--- src/sv/ktse_pkg.sv ---
// Package for the key table search engine: widths, codes, request and result types.
// No dependencies.
package ktse_pkg;
  localparam int unsigned TableDepth = 1024;
  localparam int unsigned KeyWidth   = 32;
  localparam int unsigned AddrW      = $clog2(TableDepth);
  localparam int unsigned CntW       = AddrW + 1;
  localparam int unsigned CapW       = 11;
  localparam int unsigned StackDepth = 40;
  localparam int unsigned SpW        = $clog2(StackDepth + 1);

  typedef enum logic [2:0] {
    MODE_INSERT = 3'd0,
    MODE_LEVEL  = 3'd1,
    MODE_INORD  = 3'd2,
    MODE_SORT   = 3'd3,
    MODE_BIN    = 3'd4
  } mode_e;

  typedef enum logic [1:0] {
    ST_OK      = 2'd0,
    ST_FULL    = 2'd1,
    ST_MISSING = 2'd2
  } status_e;

  typedef struct packed {
    logic [2:0]    mode;
    logic [31:0]   key;
  } req_t;

  typedef struct packed {
    logic [1:0]    status;
    logic [9:0]    index;
  } rsp_t;
endpackage

--- src/sv/ktse_ram.sv ---
// Generic single-port RAM with registered read.
// No dependencies.
module ktse_ram #(
  parameter int unsigned Width = 32,
  parameter int unsigned Depth = 1024
) (
  input  logic                     clk_i,
  input  logic                     we_i,
  input  logic [$clog2(Depth)-1:0] addr_i,
  input  logic [Width-1:0]         wdata_i,
  output logic [Width-1:0]         rdata_o
);
  logic [Width-1:0] mem_q [Depth];

  always_ff @(posedge clk_i) begin
    if (we_i) mem_q[addr_i] <= wdata_i;
    rdata_o <= mem_q[addr_i];
  end
endmodule

--- src/sv/ktse_stack.sv ---
// Node stack for the in-order tree walk, kept in one RAM with registered read.
// Depends on ktse_pkg and ktse_ram; a popped node shows on top_o in the cycle after the pop.
module ktse_stack (
  input  logic                        clk_i,
  input  logic                        rst_ni,
  input  logic                        clr_i,
  input  logic                        push_i,
  input  logic                        pop_i,
  input  logic [ktse_pkg::AddrW:0]    data_i,
  output logic [ktse_pkg::AddrW:0]    top_o,
  output logic [ktse_pkg::SpW-1:0]    sp_o
);
  logic [ktse_pkg::SpW-1:0]  sp_q, sp_d;
  logic                      we;
  logic [ktse_pkg::SpW-1:0]  addr;

  always_comb begin
    sp_d = sp_q;
    if (clr_i) sp_d = '0;
    else if (push_i) sp_d = sp_q + 1'b1;
    else if (pop_i) sp_d = sp_q - 1'b1;
  end

  always_ff @(posedge clk_i or negedge rst_ni) begin
    if (!rst_ni) sp_q <= '0;
    else sp_q <= sp_d;
  end

  assign we   = push_i && !clr_i;
  assign addr = pop_i ? sp_q - 1'b1 : sp_q;

  ktse_ram #(.Width(ktse_pkg::AddrW + 1), .Depth(ktse_pkg::StackDepth)) u_ram (
    .clk_i, .we_i(we), .addr_i(addr), .wdata_i(data_i), .rdata_o(top_o)
  );

  assign sp_o = sp_q;
endmodule
--- config.mk ---
export PLATFORM = sky130hd
export DESIGN_NAME = ktse_stack
export DESIGN_NICKNAME = d
export VERILOG_FILES = /design/src/sv/ktse_pkg.sv /design/src/sv/ktse_ram.sv /design/src/sv/ktse_stack.sv
export SDC_FILE = /design/constraint.sdc
export NUM_CORES = 1
export LEC_CHECK = 0
export ABC_AREA = 1
export BUFFER_PORTS_ARGS = -buffer_cell sky130_fd_sc_hd__clkbuf_2
export CAP_MARGIN = 20
export CORE_MARGIN = 1.5
export CORE_UTILIZATION = 50
export CTS_BUF_LIST = sky130_fd_sc_hd__clkbuf_4 sky130_fd_sc_hd__clkbuf_8
export DETAILED_ROUTE_END_ITERATION = 8
export HOLD_SLACK_MARGIN = 0.03
export PLACE_DENSITY = 0.64
export SKIP_CTS_REPAIR_TIMING = 1
export SLEW_MARGIN = 10
export SYNTH_ARGS = -nofsm -noshare
export SYNTH_HDL_FRONTEND = slang
export SYNTH_SLANG_ARGS = --single-unit
--- constraint.sdc ---
create_clock -name clk_i -period 5.2 [get_ports clk_i]
set_clock_uncertainty 0.05 [all_clocks]
set_input_delay 1.04 -clock clk_i [delete_from_list [all_inputs] [get_ports clk_i]]
set_output_delay 1.04 -clock clk_i [all_outputs]
set_load 0.03 [all_outputs]
==> results of run 1 <==
-- cells in the final DEF, fill, tap and decap left out, types with 2 or more instances in the layout --
| cell | n |
|---|---|
| sky130_fd_sc_hd__a21oi_2 | 2 |
| sky130_fd_sc_hd__clkbuf_2 | 32 |
| sky130_fd_sc_hd__buf_4 | 45 |
| sky130_fd_sc_hd__dfrtp_1 | 6 |
| sky130_fd_sc_hd__nand3_1 | 23 |
| sky130_fd_sc_hd__clkinv_2 | 7 |
| sky130_fd_sc_hd__clkinvlp_4 | 2 |
| sky130_fd_sc_hd__nor2_2 | 3 |
| sky130_fd_sc_hd__clkbuf_4 | 32 |
| sky130_fd_sc_hd__clkbuf_8 | 81 |
| sky130_fd_sc_hd__nand2_2 | 4 |
| sky130_fd_sc_hd__clkinv_1 | 13 |
| sky130_fd_sc_hd__o22ai_1 | 3 |
| sky130_fd_sc_hd__bufinv_16 | 2 |
| sky130_fd_sc_hd__dfxtp_1 | 11 |
| sky130_fd_sc_hd__edfxtp_1 | 440 |
| sky130_fd_sc_hd__nor3_1 | 10 |
| sky130_fd_sc_hd__inv_2 | 8 |
| sky130_fd_sc_hd__buf_12 | 3 |
| sky130_fd_sc_hd__o21ai_0 | 13 |
| sky130_fd_sc_hd__a21oi_1 | 82 |
| sky130_fd_sc_hd__nand3_2 | 2 |
| sky130_fd_sc_hd__nand4_1 | 11 |
| sky130_fd_sc_hd__ha_1 | 2 |
| sky130_fd_sc_hd__inv_1 | 22 |
| sky130_fd_sc_hd__o21ai_1 | 19 |
| sky130_fd_sc_hd__nor2_1 | 78 |
| sky130_fd_sc_hd__nand2_1 | 922 |
-- flip-flops by register name, summed over array words and instances, names as in the netlist --
name and cells:
u_ram.mem_q 440, u_ram.rdata_o 11, sp_o 6
-- cells by family (layout without fill, tap and decap cells) --
family / count (synthesis) / in the layout / synth area share, %
adders and majority gates: 2 / 2 / 0.133
and+or+nand+nor: 1056 / 1056 / 21.6
buffers and inverters: 110 / 249 / 2.86
xor gates and xnor gates: 1 / 1 / 0.0465
AOI/OAI and AO/OA: 121 / 121 / 3.29
DFF: 457 / 457 / 72.1
-- final cells by class --
cell class / count / area [sq um]
clock buffer: 113 / 1360
clock inverter: 26 / 179
timing repair buffer: 80 / 558
multi-input combinational: 1180 / 4750
sequential: 457 / 13600
tap: 504 / 631
fill: 3116 / 15700
inverter: 30 / 113
-- worst paths after layout --
| kind | slack, ns | cells after the start | start | endpoint |
|---|---|---|---|---|
| max in group asynchronous | 4.77 | 1 | rst_ni | sp_o[2]$_DFF_PN0_ |
| max | 1.94 | 9 | sp_o[1]$_DFF_PN0_ | u_ram.mem_q[37][1]$_DFFE_PP_ |
| min | 0.18 | 1 | rst_ni | sp_o[3]$_DFF_PN0_ |
| min in group clk_i | 0.60 | 1 | sp_o[0]$_DFF_PN0_ | sp_o[0]$_DFF_PN0_ |
| max reg2reg | 1.94 | 9 | sp_o[1]$_DFF_PN0_ | u_ram.mem_q[37][1]$_DFFE_PP_ |
| min reg2reg | 0.60 | 1 | sp_o[0]$_DFF_PN0_ | sp_o[0]$_DFF_PN0_ |
-- synth_stat cells --
library cell | instances | area (sq um)
sky130_fd_sc_hd__ha_1 | 2 | 25.0
sky130_fd_sc_hd__nand2_1 | 924 | 3470
sky130_fd_sc_hd__buf_4 | 15 | 113
sky130_fd_sc_hd__nand2_2 | 4 | 25.0
sky130_fd_sc_hd__edfxtp_1 | 440 | 13200
sky130_fd_sc_hd__o21ai_1 | 20 | 100
sky130_fd_sc_hd__inv_2 | 8 | 30.0
sky130_fd_sc_hd__a21oi_1 | 82 | 410
sky130_fd_sc_hd__xor2_1 | 1 | 8.76
sky130_fd_sc_hd__inv_1 | 22 | 82.6
sky130_fd_sc_hd__nor2_1 | 78 | 293
sky130_fd_sc_hd__nand3_1 | 23 | 115
sky130_fd_sc_hd__dfrtp_1 | 6 | 150
sky130_fd_sc_hd__dfxtp_1 | 11 | 220
sky130_fd_sc_hd__buf_6 | 1 | 11.3
sky130_fd_sc_hd__or2_0 | 1 | 6.26
sky130_fd_sc_hd__nand4_1 | 11 | 68.8
sky130_fd_sc_hd__o22ai_1 | 3 | 18.8
sky130_fd_sc_hd__a21oi_2 | 2 | 17.5
sky130_fd_sc_hd__a221oi_1 | 1 | 8.76
sky130_fd_sc_hd__nor3_1 | 10 | 50.1
sky130_fd_sc_hd__nor2_2 | 3 | 18.8
sky130_fd_sc_hd__nand3_2 | 2 | 20.0
sky130_fd_sc_hd__buf_2 | 49 | 245
sky130_fd_sc_hd__clkbuf_1 | 15 | 56.3
sky130_fd_sc_hd__o21ai_0 | 13 | 65.1
-- where the power goes --
part / internal, mW / switching, mW / total, mW
Clock: 1.77 / 1.41 / 3.18
Combinational: 0.285 / 0.909 / 1.19
Sequential: 4.11 / 0.0506 / 4.16
Total: 6.17 / 2.37 / 8.54
-- routing by layer --
metal  vias to the layer above  routed length, um
met5                         -                  0
met4                         0               1610
met3                       100               3100
met2                       456              22300
met1                      6019              20100
li1                       5990                  -
==> out/qor.csv, run 1 <==
metric,value,unit
met3 Track Usage GR,4.70,%
total routing resource utilization after global routing,24.9,%
cell area after synthesis,0.0188,sq mm
met2 Use GR,39.9,%
initial drt markers,1145,
die height,197,um
syn_nets,1765,
number of distinct library cells after synthesis,26,
P_leak,8.30,nW
routed vias/inst,5.26,
hold slack,0.185,ns
placed cell count,2251,
Crit path required time,5.38,ns
last weighted congestion value of the routability-driven placer,0.940,
Die ar.,0.0389,sq mm
root cell of the clock tree,sky130_fd_sc_hd__clkbuf_8,
layer with the highest usage after global routing,met2,
path type of the worst min-delay path,primary input to asynchronous set/reset pin,
CP Launch Type,flip-flop,
most numerous cell on the critical path,sky130_fd_sc_hd__inv_1,
flip-flop and latch count after synthesis,457,
share of final-layout standard cells stronger than drive strength 1,12.1,%
summed area of non-filler cells in the final layout,0.0212,sq mm
part of the Yosys area used for sequential elements,72.1,%
largest fanout of any net on the critical path,16,
H-tree levels,3,
CORE AREA,0.0369,sq mm
slowest CP cell,sky130_fd_sc_hd__nor2_1,
Worst VDD drop,0.000286,V
number of buffers inserted during clock tree synthesis,75,
vias in the first global route,12082,
CTS tree,yes,
overall die width,197,um
series of cell instances along the critical path,"inv_1, ha_1, inv_1, nand2_1, nand2_2, a21oi_2, buf_4, nand3_1, nor2_1",
via total after detailed routing,12565,
IO buf count,32,
number of placed I/O pins,33,
antenna violations before repair,0,
worst skew pair latency,0.63,ns
Rel. slew slack,27.9,%
post-route setup slack,1.94,ns
Max Transition Viols Final,0,
post-detailed-placement half-perimeter wirelength,26900,um
utilization after layout,57.4,%
total power per unit cell area,403,mW/mm^2
Final Total Pwr,8.54,mW
maximum clock frequency,0.306,GHz
area overhead of the layout relative to synthesis,12.4,%
total buffers and inverters traversed by the critical path,3,
average routed wire per standard cell,19.7,um
gr ovfl total,0,
status,"finished, final reports clean",
total number of yosys warnings,0,
final cycle utilization of the critical path,62.8,%
average footprint of a synthesized cell,10.8,sq um
type of destination of the critical path,flip-flop,
CP top delay family,simple AND/OR/NAND/NOR gates,
largest net degree at the start of global routing,104,
unrepaired setup endpoints after global routing,false,
length of the first detailed-routing pass in iterations,5,
biggest cell delay along the critical path,0.86,ns
clock-pin slew on the worst setup and hold paths,0.06,ns
starting utilization of the core area,51.1,%
post-route non-filler standard cell count,2390,
minimum period implied by the final worst setup slack,3.26,ns
Std-Cell Rows,70,
setup violation total in the final timing report,0,
clock sinks,457,
count of mapped cells out of synthesis,1747,
number of max-cap violations,0,
number of DRC violations after detailed routing,0,
Total Neg Setup Slack,0,ns
transition time at the pin with the least slew margin,1.08,ns
signal arrival time at the worst endpoint,3.45,ns
number of antenna cells inserted,0,
drt total wl,47000,um
dpl cell area,0.0196,sq mm
category of the critical setup timing path,flip-flop to flip-flop,
pre-CTS setup slack,1.36,ns
post-route antenna net violation count,0,
layout net count,1842,
wire length of the first global-routing pass,71500,um
global-route met1 utilization,33.9,%
Bufs on Longest Clock Path,3,
count of final hold-check violations,0,
No activity file was read; power rests on OpenSTA's default activity.
==> inputs of run 2 (changes only) <==
PLACE_DENSITY = 0.66   (was 0.64)
clock period = 2.75 ns   (was 5.2 ns; I/O delays follow)
==> run 2 against run 1 <==
- register-to-register slack worse by 1.7 ns
- non-clock buffer count increased by 64
- highest routed layer unchanged
- sequential share of layout area fell by 1.5 points
- first-iteration DRC count rose by 21%
- power rose by 87%
- setup slack lost 1.7 ns
- worst hold slack got worse by 0.094 ns
- cell count up 2.4%
- critical endpoint is now u_ram.mem_q[19][0]$_DFFE_PP_
- via count is 3.0% higher
- die area unchanged
- count of clock-buffer cells in the layout decreased by 20
==> out/qor.csv, run 2 (synthesis gave the netlist of run 1 again) <==
metric,value,unit,change
status,"finished, final reports clean",,
summed area of non-filler cells in the final layout,0.0217,sq mm,+2.5%
hold slack,0.0904,ns,-0.0945 ns
total power per unit cell area,735,mW/mm^2,+82%
worst skew pair latency,0.64,ns,about the same
maximum clock frequency,0.390,GHz,+27%
combinational share of power,15.4,%,+1.4 points
Std-Cell Rows,70,,unchanged
CORE AREA,0.0369,sq mm,unchanged
Worst R2R End,u_ram.mem_q[19][0]$_DFFE_PP_,,
dpl cell area,0.0203,sq mm,+3.2%
largest register by flop count,u_ram.mem_q,,
number of buffers inserted during clock tree synthesis,75,,unchanged
crit path from,sp_o[0]$_DFF_PN0_,,
number of antenna cells inserted,0,,unchanged
source of the worst register-to-register timing path,sp_o[0]$_DFF_PN0_,,
pre-CTS setup slack,0.0242,ns,-1.34 ns
final cycle utilization of the critical path,93.2,%,+30 points
Sw Ratio,28.5,%,+0.72 points
post-detailed-placement half-perimeter wirelength,30400,um,+13%
H-tree levels,3,,unchanged
met2 Use GR,42.2,%,+2.3 points
via total after detailed routing,12943,,+3.0%
type of destination of the critical path,flip-flop,,
number of DRC violations after detailed routing,0,,unchanged
Net Switching,4.54,mW,+92%
"commonest cells after routing, fill and taps aside","sky130_fd_sc_hd__nand2_1 (922), sky130_fd_sc_hd__edfxtp_1 (440), sky130_fd_sc_hd__buf_4 (97)",,
area overhead of the layout relative to synthesis,15.1,%,
layout net count,1906,,+3.5%
category of the critical setup timing path,flip-flop to flip-flop,,
overall die width,197,um,unchanged
Max Transition Viols Final,0,,unchanged
P_leak,8.56,nW,+3.2%
clock sinks,457,,unchanged
number of placed I/O pins,33,,unchanged
post-route antenna net violation count,0,,unchanged
Crit path required time,3.00,ns,-2.38 ns
global-route met1 utilization,35.4,%,+1.5 points
number of max-cap violations,0,,unchanged
clock-pin slew on the worst setup and hold paths,0.06,ns,about the same
antenna violations before repair,2,,+2
portion of total power attributed to the clock network,35.3,%,-2.0 points
post-route setup slack,0.187,ns,-1.75 ns
minimum period implied by the final worst setup slack,2.56,ns,-0.701 ns
internal portion of total power,11.4,mW,+85%
gr ovfl total,0,,unchanged
starting utilization of the core area,51.1,%,unchanged
count of filler cells inserted in the layout,3099,,-0.55%
portion of total power attributed to sequential cells,49.3,%,+0.6 points
transition time at the pin with the least slew margin,0.689,ns,-0.392 ns
CP Launch Type,flip-flop,,
layer with the highest usage after global routing,met2,,
drt total wl,49600,um,+5.4%
IO buf count,32,,unchanged
Die ar.,0.0389,sq mm,unchanged
Rel. slew slack,54.1,%,+26 points
largest net degree at the start of global routing,70,,-33%
average routed wire per standard cell,20.3,um,+2.9%
last weighted congestion value of the routability-driven placer,0.865,,-8.0%
utilization after layout,58.8,%,+1.4 points
total routing resource utilization after global routing,26.1,%,+1.2 points
capture point of the worst path,u_ram.mem_q[19][0]$_DFFE_PP_,,
CTS tree,yes,,
initial drt markers,1389,,+21%
unrepaired setup endpoints after global routing,false,,
share of final-layout standard cells stronger than drive strength 1,14.6,%,+2.5 points
root cell of the clock tree,sky130_fd_sc_hd__clkbuf_8,,
length of the first detailed-routing pass in iterations,5,,unchanged
Bufs on Longest Clock Path,3,,unchanged
Worst VDD drop,0.000494,V,+73%
Final Total Pwr,15.9,mW,+87%
setup violation total in the final timing report,0,,unchanged
Min-Delay Path Depth,2,,
flip-flop count of the largest register after layout,440,,unchanged
vias in the first global route,12622,,+4.5%
count of final hold-check violations,0,,unchanged
die height,197,um,unchanged
routed vias/inst,5.29,,+0.57%
path type of the worst min-delay path,primary input to flip-flop,,
register-to-register path setup slack,0.19,ns,-1.75 ns
"commonest non-fill, non-tap cell in the layout",sky130_fd_sc_hd__nand2_1,,
cells on worst reg2reg path,10,,+1
largest fanout of any net on the critical path,13,,-3
wire length of the first global-routing pass,74500,um,+4.2%
signal arrival time at the worst endpoint,2.82,ns,-0.63 ns
met3 Track Usage GR,4.51,%,-0.19 points
## run 2: cell count changes in the layout (fill, tap and decap cells not counted), moves of 2 or more
cell | previous run | this run
sky130_fd_sc_hd__nor2_1 | 78 | 69
sky130_fd_sc_hd__nor2_2 | 3 | 12
sky130_fd_sc_hd__clkbuf_8 | 81 | 79
sky130_fd_sc_hd__buf_4 | 45 | 97
sky130_fd_sc_hd__clkinv_1 | 13 | 24
sky130_fd_sc_hd__clkinvlp_4 | 2 | 5
sky130_fd_sc_hd__buf_12 | 3 | 14
sky130_fd_sc_hd__clkbuf_4 | 32 | 14
## run 2: routing by layer
layer / up-vias / part of all wire, %
met5: - / 0
li1: 6114 / -
met3: 113 / 7.0
met2: 502 / 48
met4: 0 / 3.7
met1: 6214 / 42
## run 2: worst min path at each step
stage | to | from
final | sp_o[5]$_DFF_PN0_ | clr_i
after floorplan | sp_o[0]$_DFF_PN0_ | rst_ni
after global placement | sp_o[3]$_DFF_PN0_ | rst_ni
after global routing | sp_o[5]$_DFF_PN0_ | clr_i
after detailed placement | sp_o[4]$_DFF_PN0_ | rst_ni
after CTS | sp_o[4]$_DFF_PN0_ | rst_ni
## run 2: cell type report
cell class	count	area [sq um]	share of cell area, %
Tap cell	504	631	2.91
Inverter	30	113	0.519
Clock inverter	40	219	1.01
Clock buffer	93	1190	5.50
Sequential cell	457	13600	62.6
Multi-Input combinational cell	1180	4780	22.0
Timing Repair Buffer	144	1180	5.43
## run 2: metrics by stage
stage          setup TNS, ns  cells
2_1_floorplan         -20.81   1747
3_3_place_gp               0   2314
3_5_place_dp               0   2314
4_1_cts                    0   2447
5_1_grt                    0   2448
6_report                   0   2448
## run 2: critical path, cell delays in order (launching register included)
cell                      delay (ns)
sky130_fd_sc_hd__dfrtp_1        0.39
sky130_fd_sc_hd__inv_2          0.09
sky130_fd_sc_hd__ha_1           0.18
sky130_fd_sc_hd__nand3_2        0.13
sky130_fd_sc_hd__o21ai_0        0.16
sky130_fd_sc_hd__nand2_1        0.09
sky130_fd_sc_hd__buf_4          0.17
sky130_fd_sc_hd__inv_2          0.07
sky130_fd_sc_hd__nand3_2        0.26
sky130_fd_sc_hd__nor2_1         0.38
sky130_fd_sc_hd__buf_4          0.26
## run 2: power groups by stage
stage,Sequential (mW),Combinational (mW),Clock (mW)
CTS,7.86,2.45,5.72
global placement,8.00,2.43,0
global route,7.86,2.68,6.00
finish,7.86,2.45,5.62
floorplan,8.11,1.28,0
detailed placement,8.00,2.44,0
